[src/rtl/xeu_pkg.sv]
// ----------------------------------------------------------------------------
// xeu_pkg
// Shared types, character codes and helpers of the XML entity decoder.
// ----------------------------------------------------------------------------
package xeu_pkg;

    typedef logic [7:0] byte_t;

    // Longest entity name accepted; the name counter holds up to 31.
    localparam int MAX_NAME   = 16;
    localparam int NAME_LEN_W = 5;
    // Only the first four name bytes are kept; that covers every known name.
    localparam int HEAD_DEPTH = 4;
    localparam int HEAD_IDX_W = 2;

    localparam byte_t CH_AMP   = 8'h26; // &
    localparam byte_t CH_SEMI  = 8'h3B; // ;
    localparam byte_t CH_LT    = 8'h3C; // <
    localparam byte_t CH_GT    = 8'h3E; // >
    localparam byte_t CH_APOS  = 8'h27; // '
    localparam byte_t CH_QUOT  = 8'h22; // "
    localparam byte_t CH_HASH  = 8'h23; // #
    localparam byte_t CH_LOW_A = 8'h61;
    localparam byte_t CH_LOW_G = 8'h67;
    localparam byte_t CH_LOW_L = 8'h6C;
    localparam byte_t CH_LOW_M = 8'h6D;
    localparam byte_t CH_LOW_O = 8'h6F;
    localparam byte_t CH_LOW_P = 8'h70;
    localparam byte_t CH_LOW_Q = 8'h71;
    localparam byte_t CH_LOW_S = 8'h73;
    localparam byte_t CH_LOW_T = 8'h74;
    localparam byte_t CH_LOW_U = 8'h75;
    localparam byte_t CH_LOW_X = 8'h78;

    // One decoded result.
    typedef struct packed {
        logic  ch_valid;
        byte_t ch;
        logic  str_end;
        logic  str_error;
    } xeu_result_t;

    // {is_digit, value} for one hex digit character.
    function automatic logic [4:0] hex_digit(input byte_t c);
        logic [4:0] res;
        res = 5'd0;
        if (c >= 8'h30 && c <= 8'h39) begin
            res = {1'b1, c[3:0]};
        end
        else if ((c >= 8'h61 && c <= 8'h66) || (c >= 8'h41 && c <= 8'h46)) begin
            res = {1'b1, 4'(c[3:0] + 4'd9)};
        end
        return res;
    endfunction

endpackage

[src/rtl/xeu_in_if.sv]
// ----------------------------------------------------------------------------
// xeu_in_if
// Input channel: one text byte per item with an end-of-string mark.
// ----------------------------------------------------------------------------
interface xeu_in_if;
    import xeu_pkg::*;

    logic  valid;
    logic  ready;
    byte_t in_byte;
    logic  in_last;

    modport source (output valid, output in_byte, output in_last, input ready);
    modport sink   (input valid, input in_byte, input in_last, output ready);
endinterface

[src/rtl/xeu_out_if.sv]
// ----------------------------------------------------------------------------
// xeu_out_if
// Output channel: one decoded result per item.
// ----------------------------------------------------------------------------
interface xeu_out_if;
    import xeu_pkg::*;

    logic  valid;
    logic  ready;
    logic  out_valid;
    byte_t out_char;
    logic  out_end;
    logic  out_error;

    modport source (output valid, output out_valid, output out_char, output out_end,
                    output out_error, input ready);
    modport sink   (input valid, input out_valid, input out_char, input out_end,
                    input out_error, output ready);
endinterface

[src/rtl/xml_entity_unescape_core.sv]
// ----------------------------------------------------------------------------
// xml_entity_unescape_core
// Streaming XML entity reference decoder, one text byte per item.
// ----------------------------------------------------------------------------
//  channel   dir  payload                                    handshake
//  text_in   in   in_byte[7:0], in_last                      valid/ready
//  text_out  out  out_valid, out_char[7:0], out_end,         valid/ready
//                 out_error
//
//  One item in per cycle unless text_out stalls, one result per item, on
//  text_out next cycle. Throughput is set by the single result register.
//  Reset (rst_n low, async) clears the parser state and empties the result
//  register. A stalled text_out holds its result; text_in.ready stays high
//  while the held result is being taken, so no bubble is lost.
// ----------------------------------------------------------------------------
module xml_entity_unescape_core #(
    parameter int MAX_NAME = xeu_pkg::MAX_NAME
) (
    input  logic clk,
    input  logic rst_n,
    xeu_in_if.sink    text_in,
    xeu_out_if.source text_out
);
    import xeu_pkg::*;

    logic        accept;
    logic        load_ready;
    xeu_result_t dec_result;
    xeu_result_t out_result;

    // the parser advances only on an accepted byte
    assign accept        = text_in.valid && load_ready;
    assign text_in.ready = load_ready;

    // decode: parser state plus the combinational result of this byte
    xeu_decode #(
        .MAX_NAME (MAX_NAME)
    ) u_decode (
        .clk     (clk),
        .rst_n   (rst_n),
        .accept  (accept),
        .in_byte (text_in.in_byte),
        .in_last (text_in.in_last),
        .result  (dec_result)
    );

    // result register toward the consumer
    xeu_out_stage u_out_stage (
        .clk        (clk),
        .rst_n      (rst_n),
        .load_valid (text_in.valid),
        .load_data  (dec_result),
        .load_ready (load_ready),
        .hold_valid (text_out.valid),
        .hold_data  (out_result),
        .hold_ready (text_out.ready)
    );

    assign text_out.out_valid = out_result.ch_valid;
    assign text_out.out_char  = out_result.ch;
    assign text_out.out_end   = out_result.str_end;
    assign text_out.out_error = out_result.str_error;

endmodule

[src/rtl/xeu_decode.sv]
// ----------------------------------------------------------------------------
// xeu_decode
// Entity parser state and the per-byte decode of one result.
// ----------------------------------------------------------------------------
module xeu_decode #(
    parameter int MAX_NAME = xeu_pkg::MAX_NAME
) (
    input  logic                 clk,
    input  logic                 rst_n,
    input  logic                 accept,
    input  xeu_pkg::byte_t       in_byte,
    input  logic                 in_last,
    output xeu_pkg::xeu_result_t result
);
    import xeu_pkg::*;

    logic                  inside_reg,  inside_next;
    logic [NAME_LEN_W-1:0] len_reg,     len_next;
    byte_t                 hex_reg,     hex_next;
    logic                  stopped_reg, stopped_next;
    logic                  error_reg,   error_next;
    byte_t                 head_reg  [HEAD_DEPTH];
    byte_t                 head_next [HEAD_DEPTH];

    logic       hex_prefix;
    logic       is_amp, is_lt, is_gt, is_apos, is_quot;
    logic [4:0] digit;
    logic       ch_valid;
    byte_t      ch;

    assign hex_prefix = (len_reg >= NAME_LEN_W'(2)) && (head_reg[0] == CH_HASH)
                        && (head_reg[1] == CH_LOW_X);
    assign is_amp  = (len_reg == NAME_LEN_W'(3)) && (head_reg[0] == CH_LOW_A)
                     && (head_reg[1] == CH_LOW_M) && (head_reg[2] == CH_LOW_P);
    assign is_lt   = (len_reg == NAME_LEN_W'(2)) && (head_reg[0] == CH_LOW_L)
                     && (head_reg[1] == CH_LOW_T);
    assign is_gt   = (len_reg == NAME_LEN_W'(2)) && (head_reg[0] == CH_LOW_G)
                     && (head_reg[1] == CH_LOW_T);
    assign is_apos = (len_reg == NAME_LEN_W'(4)) && (head_reg[0] == CH_LOW_A)
                     && (head_reg[1] == CH_LOW_P) && (head_reg[2] == CH_LOW_O)
                     && (head_reg[3] == CH_LOW_S);
    assign is_quot = (len_reg == NAME_LEN_W'(4)) && (head_reg[0] == CH_LOW_Q)
                     && (head_reg[1] == CH_LOW_U) && (head_reg[2] == CH_LOW_O)
                     && (head_reg[3] == CH_LOW_T);
    assign digit   = hex_digit(in_byte);

    always_comb
    begin
        inside_next  = inside_reg;
        len_next     = len_reg;
        hex_next     = hex_reg;
        stopped_next = stopped_reg;
        error_next   = error_reg;
        head_next    = head_reg;
        ch_valid     = 1'b0;
        ch           = 8'd0;

        if (!error_reg)
        begin
            if (!inside_reg)
            begin
                if (in_byte == CH_AMP)
                begin
                    inside_next  = 1'b1;
                    len_next     = '0;
                    hex_next     = 8'd0;
                    stopped_next = 1'b0;
                end
                else
                begin
                    ch_valid = 1'b1;
                    ch       = in_byte;
                end
            end
            else if (in_byte == CH_SEMI)
            begin
                inside_next = 1'b0;
                if (is_amp)
                begin
                    ch_valid = 1'b1;
                    ch       = CH_AMP;
                end
                else if (is_lt)
                begin
                    ch_valid = 1'b1;
                    ch       = CH_LT;
                end
                else if (is_gt)
                begin
                    ch_valid = 1'b1;
                    ch       = CH_GT;
                end
                else if (is_apos)
                begin
                    ch_valid = 1'b1;
                    ch       = CH_APOS;
                end
                else if (is_quot)
                begin
                    ch_valid = 1'b1;
                    ch       = CH_QUOT;
                end
                else if (hex_prefix)
                begin
                    // zero value gives no character
                    ch_valid = (hex_reg != 8'd0);
                    ch       = hex_reg;
                end
                else
                begin
                    error_next = 1'b1;
                end
            end
            else if (len_reg >= NAME_LEN_W'(MAX_NAME))
            begin
                error_next = 1'b1;
            end
            else
            begin
                if (hex_prefix && !stopped_reg)
                begin
                    if (digit[4])
                    begin
                        hex_next = {hex_reg[3:0], digit[3:0]};
                    end
                    else
                    begin
                        stopped_next = 1'b1;
                    end
                end
                if (len_reg < NAME_LEN_W'(HEAD_DEPTH))
                begin
                    head_next[len_reg[HEAD_IDX_W-1:0]] = in_byte;
                end
                len_next = len_reg + NAME_LEN_W'(1);
            end
            if (in_last && inside_next)
            begin
                error_next = 1'b1;
            end
        end

        if (error_next)
        begin
            ch_valid = 1'b0;
            ch       = 8'd0;
        end

        result.ch_valid  = ch_valid;
        result.ch        = ch;
        result.str_end   = in_last;
        result.str_error = in_last && error_next;

        // end of string returns all control state to idle
        if (in_last)
        begin
            inside_next  = 1'b0;
            len_next     = '0;
            hex_next     = 8'd0;
            stopped_next = 1'b0;
            error_next   = 1'b0;
        end
    end

    always_ff @(posedge clk or negedge rst_n)
    begin
        if (!rst_n)
        begin
            inside_reg  <= 1'b0;
            len_reg     <= '0;
            hex_reg     <= 8'd0;
            stopped_reg <= 1'b0;
            error_reg   <= 1'b0;
        end
        else if (accept)
        begin
            inside_reg  <= inside_next;
            len_reg     <= len_next;
            hex_reg     <= hex_next;
            stopped_reg <= stopped_next;
            error_reg   <= error_next;
        end
    end

    // name head: read only below the current length, so no reset
    always_ff @(posedge clk)
    begin
        if (accept)
        begin
            head_reg <= head_next;
        end
    end

endmodule

[src/rtl/xeu_out_stage.sv]
// ----------------------------------------------------------------------------
// xeu_out_stage
// Result register; refills in the same cycle the held item is taken.
// ----------------------------------------------------------------------------
module xeu_out_stage (
    input  logic                 clk,
    input  logic                 rst_n,
    input  logic                 load_valid,
    input  xeu_pkg::xeu_result_t load_data,
    output logic                 load_ready,
    output logic                 hold_valid,
    output xeu_pkg::xeu_result_t hold_data,
    input  logic                 hold_ready
);
    import xeu_pkg::*;

    logic        valid_reg, valid_next;
    xeu_result_t data_reg;

    assign load_ready = !valid_reg || hold_ready;
    assign valid_next = (load_valid && load_ready) || (valid_reg && !hold_ready);
    assign hold_valid = valid_reg;
    assign hold_data  = data_reg;

    always_ff @(posedge clk or negedge rst_n)
    begin
        if (!rst_n) begin
            valid_reg <= 1'b0;
        end
        else begin
            valid_reg <= valid_next;
        end
    end

    always_ff @(posedge clk)
    begin
        if (load_valid && load_ready) begin
            data_reg <= load_data;
        end
    end

endmodule

[src/flat_wrapper.sv]
// flat-port wrapper written by rule: the top's interface ports become plain ports
module xml_entity_unescape_core_flat import xeu_pkg::*;
#(
    parameter int MAX_NAME = xeu_pkg::MAX_NAME
)
  (clk, rst_n, text_in_valid, text_in_in_byte, text_in_in_last, text_in_ready, text_out_valid, text_out_out_valid, text_out_out_char, text_out_out_end, text_out_out_error, text_out_ready);
  xeu_in_if text_in_i ();
  xeu_out_if text_out_i ();
  input  logic clk;
  input  logic rst_n;
  input wire logic [$bits(text_in_i.valid)-1:0] text_in_valid;
  input wire logic [$bits(text_in_i.in_byte)-1:0] text_in_in_byte;
  input wire logic [$bits(text_in_i.in_last)-1:0] text_in_in_last;
  output wire logic [$bits(text_in_i.ready)-1:0] text_in_ready;
  output wire logic [$bits(text_out_i.valid)-1:0] text_out_valid;
  output wire logic [$bits(text_out_i.out_valid)-1:0] text_out_out_valid;
  output wire logic [$bits(text_out_i.out_char)-1:0] text_out_out_char;
  output wire logic [$bits(text_out_i.out_end)-1:0] text_out_out_end;
  output wire logic [$bits(text_out_i.out_error)-1:0] text_out_out_error;
  input wire logic [$bits(text_out_i.ready)-1:0] text_out_ready;
  assign text_in_i.valid = text_in_valid;
  assign text_in_i.in_byte = text_in_in_byte;
  assign text_in_i.in_last = text_in_in_last;
  assign text_in_ready = text_in_i.ready;
  assign text_out_valid = text_out_i.valid;
  assign text_out_out_valid = text_out_i.out_valid;
  assign text_out_out_char = text_out_i.out_char;
  assign text_out_out_end = text_out_i.out_end;
  assign text_out_out_error = text_out_i.out_error;
  assign text_out_i.ready = text_out_ready;
  xml_entity_unescape_core #(.MAX_NAME(MAX_NAME)) u_core (.clk(clk), .rst_n(rst_n), .text_in(text_in_i), .text_out(text_out_i));
endmodule
[config.mk]
export PLATFORM = sky130hd
export DESIGN_NAME = xml_entity_unescape_core_flat
export DESIGN_NICKNAME = d
export VERILOG_FILES = /design/src/rtl/xeu_pkg.sv /design/src/rtl/xeu_in_if.sv /design/src/rtl/xeu_out_if.sv /design/src/rtl/xml_entity_unescape_core.sv /design/src/rtl/xeu_decode.sv /design/src/rtl/xeu_out_stage.sv /design/src/flat_wrapper.sv
export SDC_FILE = /design/constraint.sdc
export NUM_CORES = 1
export LEC_CHECK = 0
export ABC_AREA = 1
export BUFFER_PORTS_ARGS = -buffer_cell sky130_fd_sc_hd__buf_4
export CAP_MARGIN = 30
export CORE_MARGIN = 2
export CORE_UTILIZATION = 40
export DETAILED_ROUTE_END_ITERATION = 12
export HOLD_SLACK_MARGIN = 0.05
export PLACE_DENSITY = 0.65
export SETUP_SLACK_MARGIN = 0.4
export SLEW_MARGIN = 20
export SYNTH_ARGS = -nofsm -noshare
export SYNTH_HDL_FRONTEND = slang
export SYNTH_HIERARCHICAL = 1
export SYNTH_SLANG_ARGS = --single-unit
[constraint.sdc]
create_clock -name clk -period 2 [get_ports clk]
set_input_delay 0.4 -clock clk [delete_from_list [all_inputs] [get_ports clk]]
set_output_delay 0.4 -clock clk [all_outputs]
set_load 0.02 [all_outputs]
* Word-level counts from Yosys, hierarchy flattened
Index checks and enable logic that the tools add are counted.
Widths: inputs -> output; s select.
** Word-level totals
- Output and inout port bits :: 13
- Flip-flop bits (word level) :: 60
- Bits of input ports :: 13
- Logic and storage cells :: 159
** Cells by class
- Equal/unequal tests :: 25
- Muxes and demuxes :: 63
- Reductions and logical operators :: 40
- Bitwise operators :: 4
- $add $sub $neg :: 2
- Order comparisons :: 11
** Operators by type and width (number)
- $mux 8 :: 18
- $eq 8x7->1 const B :: 13
- $mux 5 :: 8
- $mux 1 :: 35
- $bwmux 32 :: 1
- $logic_and 1x1->1 :: 26
- $eq 8x6->1 const B :: 3
- $demux 8 s2 :: 1
- $ge 8x7->1 const B :: 2
- $le 8x7->1 const B :: 2
- $reduce_and 7->1 :: 2
- $eq 5x2->1 const B :: 2
- $ne 3x3->1 const B :: 3
- $ge 8x6->1 const B :: 1
- $le 8x6->1 const B :: 1
- $reduce_bool 8->1 :: 1
- $ne 3x2->1 const B :: 2
- $reduce_and 6->1 :: 1
- $add 5x1->5 const B :: 1
- $eq 5x3->1 const B :: 1
- $ge 5x2->1 const B :: 1
- $ge 5x5->1 const B :: 1
- $lt 5x3->1 const B :: 1
- $reduce_and 5->1 :: 1
- other kinds (11) :: 17

* Longest topological paths before layout
- Depth in word-level cells :: 15
- Gate-level depth with buffers :: 14
- Depth with buffers taken out :: 14

* Cells and area by module
The synthesis kept the hierarchy.
** By module, submodules not included
- xeu_decode :: instances 1, area each 2765.2 µm², cells an instance 332, seq. area each 1361.3 µm²
- xeu_out_stage :: instances 1, area each 375.4 µm², cells an instance 17, seq. area each 355.3 µm²
- xml_entity_unescape_core :: instances 1, area each 7.5 µm², cells an instance 2, seq. area each 0.0 µm²

* Least setup slack after synthesis
OpenSTA, ideal clock, no wires.
- Kind :: register to register
- From :: register u_core.u_out_stage.valid_reg (netlist: u_core/u_out_stage/hold_valid)
- To :: register u_core/u_decode/head_reg[16] in the netlist's numbering, enable pin
- Clock period less this slack :: 1926 ps
- Path buffers :: 0
- Cell stages (with the launch flop) :: 8
- Setup slack :: 74 ps
- Setup time :: 371 ps
- Data arrival time :: 1555 ps
- Data required time :: 1629 ps
- Path through :: dfrtp_1 > nand2_1 > nand2_1 > inv_1 > inv_1 > nor3_1 > nand3_1 > nor2_1
** On the way
- Cells in the longest elaborated chain, start to end :: 4
** RTL lines
- start: declaration :: line xeu_out_stage.sv:17 : logic valid_reg, valid_next;
- start signal: assignment :: line xeu_out_stage.sv:31 : valid_reg <= valid_next;
- $logic_not 1->1 :: line xeu_out_stage.sv:20 : assign load_ready = !valid_reg || hold_ready;
- $logic_or 1x1->1 :: line xeu_out_stage.sv:20
- named net text_in_ready :: line flat_wrapper.sv:14 : output wire logic [$bits(text_in_i.ready)-1:0] text_in_ready;
- $logic_and 1x1->1 :: line xml_entity_unescape_core.sv:32 : assign accept = text_in.valid && load_ready;
- named net u_core.accept :: line xml_entity_unescape_core.sv:26 : logic accept;
- $reduce_and 6->1 (no line)
- end signal: assignment :: line xeu_decode.sv:190 : head_reg <= head_next;
- end: declaration :: line xeu_decode.sv:22 : byte_t head_reg [HEAD_DEPTH];
The timed path passes the listed nets, and every way through them passes these cells.
A chain may end at the register's enable or synchronous reset.

* Worst setup path after layout
- From :: register u_core.u_decode.len_reg[0]
- To :: register u_core.u_out_stage.data_reg (netlist bit u_core/u_out_stage/hold_data[7]), data pin
** On the way
- Cells in the longest elaborated chain, start to end :: 15
- Elaborated cells on any way between the ends :: 42
- Classes of those cells :: order compare (2); eq/ne (3); mux (19); reduce/logical (18)
** RTL lines
- start: declaration :: line xeu_decode.sv:18 : logic [NAME_LEN_W-1:0] len_reg, len_next;
- start signal: assignment :: line xeu_decode.sv:178 : len_reg <= len_next;
- branches (longest 15 deep; another with $ge 5x2->1)
- end signal: assignment :: line xeu_out_stage.sv:38 : data_reg <= load_data;
- end: declaration :: line xeu_out_stage.sv:18 : xeu_result_t data_reg;
Several ways; the timed one is not identified.

==> impl_metrics.yaml <==
clocking:
  clock_latency_ns: 0.35
  tritoncts: "yes"
  clk_pin_slew_worst_paths_ns: 0.07
  cts_max_level: 3
  cts_max_path_buffers: 2
  cts_sinks: 60
  numCtsBuffers: 9
  cts-root-buf: "clkbuf_8"
sta:
  worst_pin_slew_ns: 0.3607
  slew_headroom_pct: 75.75
  setup-tns-final_ns: 0
  setup_viol: 0
  rsz0062_at_grt: "yes"
  fin_skew_ns: 0.007266
  slew_viol_final: 0
  holdWs_ns: 0.2712
  layout_min_cycle_time_ns: 1.814
  period_share_pct: 90.71
  hold_viol: 0
  final.setup.worst_slack_ns: 0.1857
  max_freq_mhz: 551.2
yosys:
  synth-xor-area-share_pct: 0.8347
  synth_edf_count: 43
  synth_seq_cells: 60
  synth_compound_area_share_pct: 7.989
  synth-async-reset-ratio_pct: 28.33
  syn_area_um2: 3148
  yosys_warnings: 6
  synth.avg_cell_area_um2: 8.969
  synth_cell_types: 36
  synth_top_family_by_area: "simple AND/OR/NAND/NOR gates"
  synth_top_area_cell: "edfxtp_1"
  synth-simple-area-share_pct: 25.36
  synth_top_cell_area_share_pct: 41.02
  yosysMostFrequentCell: "nor2_1"
  synth_ff_type: "edfxtp_1"
  syn_nets: 372
  synth_commonest_cells: "nor2_1 (62), nand2_1 (60), inv_1 (53)"
  synthMuxAreaShare_pct: 0.3180
  syn-instance-count: 351
  synth-seq-area-share_pct: 54.53
  yosys-top-cells-area: "edfxtp_1 (41%), dfrtp_1 (14%), nor2_1 (7.4%), nand2_1 (7.2%), inv_1 (6.3%)"
  synthAdderAreaFrac_pct: 3.180
worst_setup_path:
  reg2reg_setup_slack_ns: 0.19
  max_stage_delay_ns: 0.40
  critPathBufInv: 2
  worstPathMaxFanout: 3
  path_class: "reg2reg"
  worst_path_max_delay_cell: "dfrtp_1"
  required_ns: 2.10
  crit_arrival_ns: 1.92
  crit_family: "simple AND/OR/NAND/NOR gates"
  crit_chain: "buf_6 -> ha_4 -> nand2_1 -> nor2_1 -> nand3_1 -> nor2_1 -> nand2_1 -> inv_2 -> nor2_4 -> nand4_1 -> nand2_1 -> nor2_1"
  critPathCaptureType: "register"
  cp-start-kind: "register"
floorplanning:
  core_um2: 7687
  start_util_pct: 40.95
  rows: 32
  die_w_um: 92.72
  die_y_um: 92.72
  ios: 26
  die-area_um2: 8596
global_routing:
  grt_pass1_vias: 2662
  grt_max_degree: 18
  antenna_found_initial: 0
  grt_pass1_wl_um: 12940
  track_usage_pct: 20.07
  grt_overflow: 0
route:
  vias_per_cell: 5.079
  vias: 2712
  routed_wl_um: 8282
  dr.pass1.iters: 4
  drc_errors: 0
  drt_iter0_drc: 178
  ant_nets: 0
  detail_route.wl_per_cell_um: 15.51
layout:
  largest_reg_flops: 32
  fillers: 618
  multi_input_area_um2: 1594
  fin_util_pct: 57.54
  regArea_um2: 1720
  diodes: 0
  drive_gt1_share_pct: 40.74
  syn_to_final_growth_pct: 40.50
  final_net_count: 448
power:
  p_leak_nw: 1.753
  power_mw: 2.798
  p_per_area_nw_per_um2: 632.7
  ir_worst_vdd_uv: 418.3
place:
  gp_congestion: 0.8501
  port_buffers: 25
  place_ws_ns: 0.06402
  hpwl_um: 5398
flow_run:
  max_cap_viol_count: 0
worst_hold_path:
  min_path_type: "in2reg"
outcome:
  status: "finished, final reports clean"
## layout make-up
cell class                      instances  share of cell area (%)
Clock buffer                            9                   2.801
Timing Repair Buffer                   70                   12.45
Inverter                               55                   4.668
Clock inverter                          7                   2.263
Tap cell                              102                   2.885
Sequential cell                        60                   38.90
Multi-Input combinational cell        231                   36.04
## cell usage in the layout (no fill, tap or decap), types with 7 or more instances in the layout
master     n
edfxtp_1  43
nand3_1   13
o21ai_1    7
nor2_1    42
clkbuf_8   9
inv_2     11
buf_4     63
inv_1     44
nor2_4    15
dfrtp_1   14
o21ai_2    7
nor2_2    11
nand2_1   52
nand3_2   11
## cells by family after synthesis
logic type                 Yosys count
AOI/OAI and AO/OA                   41
muxes                                1
adders and majority gates            8
DFF                                 60
buffers and inverters               61
xor gates and xnor gates             3
and+or+nand+nor                    177
## path summary, 6_finish.rpt
path | startpoint | endpoint | cells after the start
max | u_core/u_decode/len_reg[0] | u_core/u_out_stage/hold_data[7] | 12
min | text_in_valid | u_core/u_out_stage/hold_valid | 3
max reg2reg | u_core/u_decode/len_reg[0] | u_core/u_out_stage/hold_data[7] | 12
min reg2reg | u_core/u_decode/hex_reg[2] | u_core/u_decode/hex_reg[2] | 2
max in group asynchronous | rst_n | u_core/u_out_stage/hold_valid | 2
min in group asynchronous | rst_n | u_core/u_decode/hex_reg[5] | 2
## worst min-delay path, delay by kind of cell
kind                   cells  cell delay [ns]
and+or+nand+nor            1             0.06
buffers and inverters      2             0.13
## stage by stage
step	area [um2]	instances
final	4423	534
after global routing	4423	534
after CTS	4228	526
after detailed placement	3612	485
after global placement	3612	485
after floorplan	3238	351
## power by group
group	leakage, nW	switching [mW]	total (mW)	internal, mW
registers	0.620	0.00570	1.36	1.35
clock network	0.114	0.516	1.23	0.709
logic	1.02	0.130	0.215	0.0849
## metal layers
| metal | vias up | GRT usage [%] | wire length (um) |
|---|---|---|---|
| li1 | 1322 | - | - |
| met2 | 72 | 34.37 | 4207 |
| met1 | 1300 | 23.72 | 3468 |
| met4 | 0 | 9.314 | 234 |
| met3 | 18 | 5.045 | 372 |
| met5 | - | 0 | 0 |
## timing repair
action / CTS / global route
pin swaps: 24 / 16
setup endpoints to repair: 51 / 57
cloned: 1 / 0
buffers inserted: 23 / 8
hold endpoints to repair: 17 / 0
hold buffers: 1 / 0
resized for setup: 46 / 37
No activity file was read; power rests on OpenSTA's default activity.
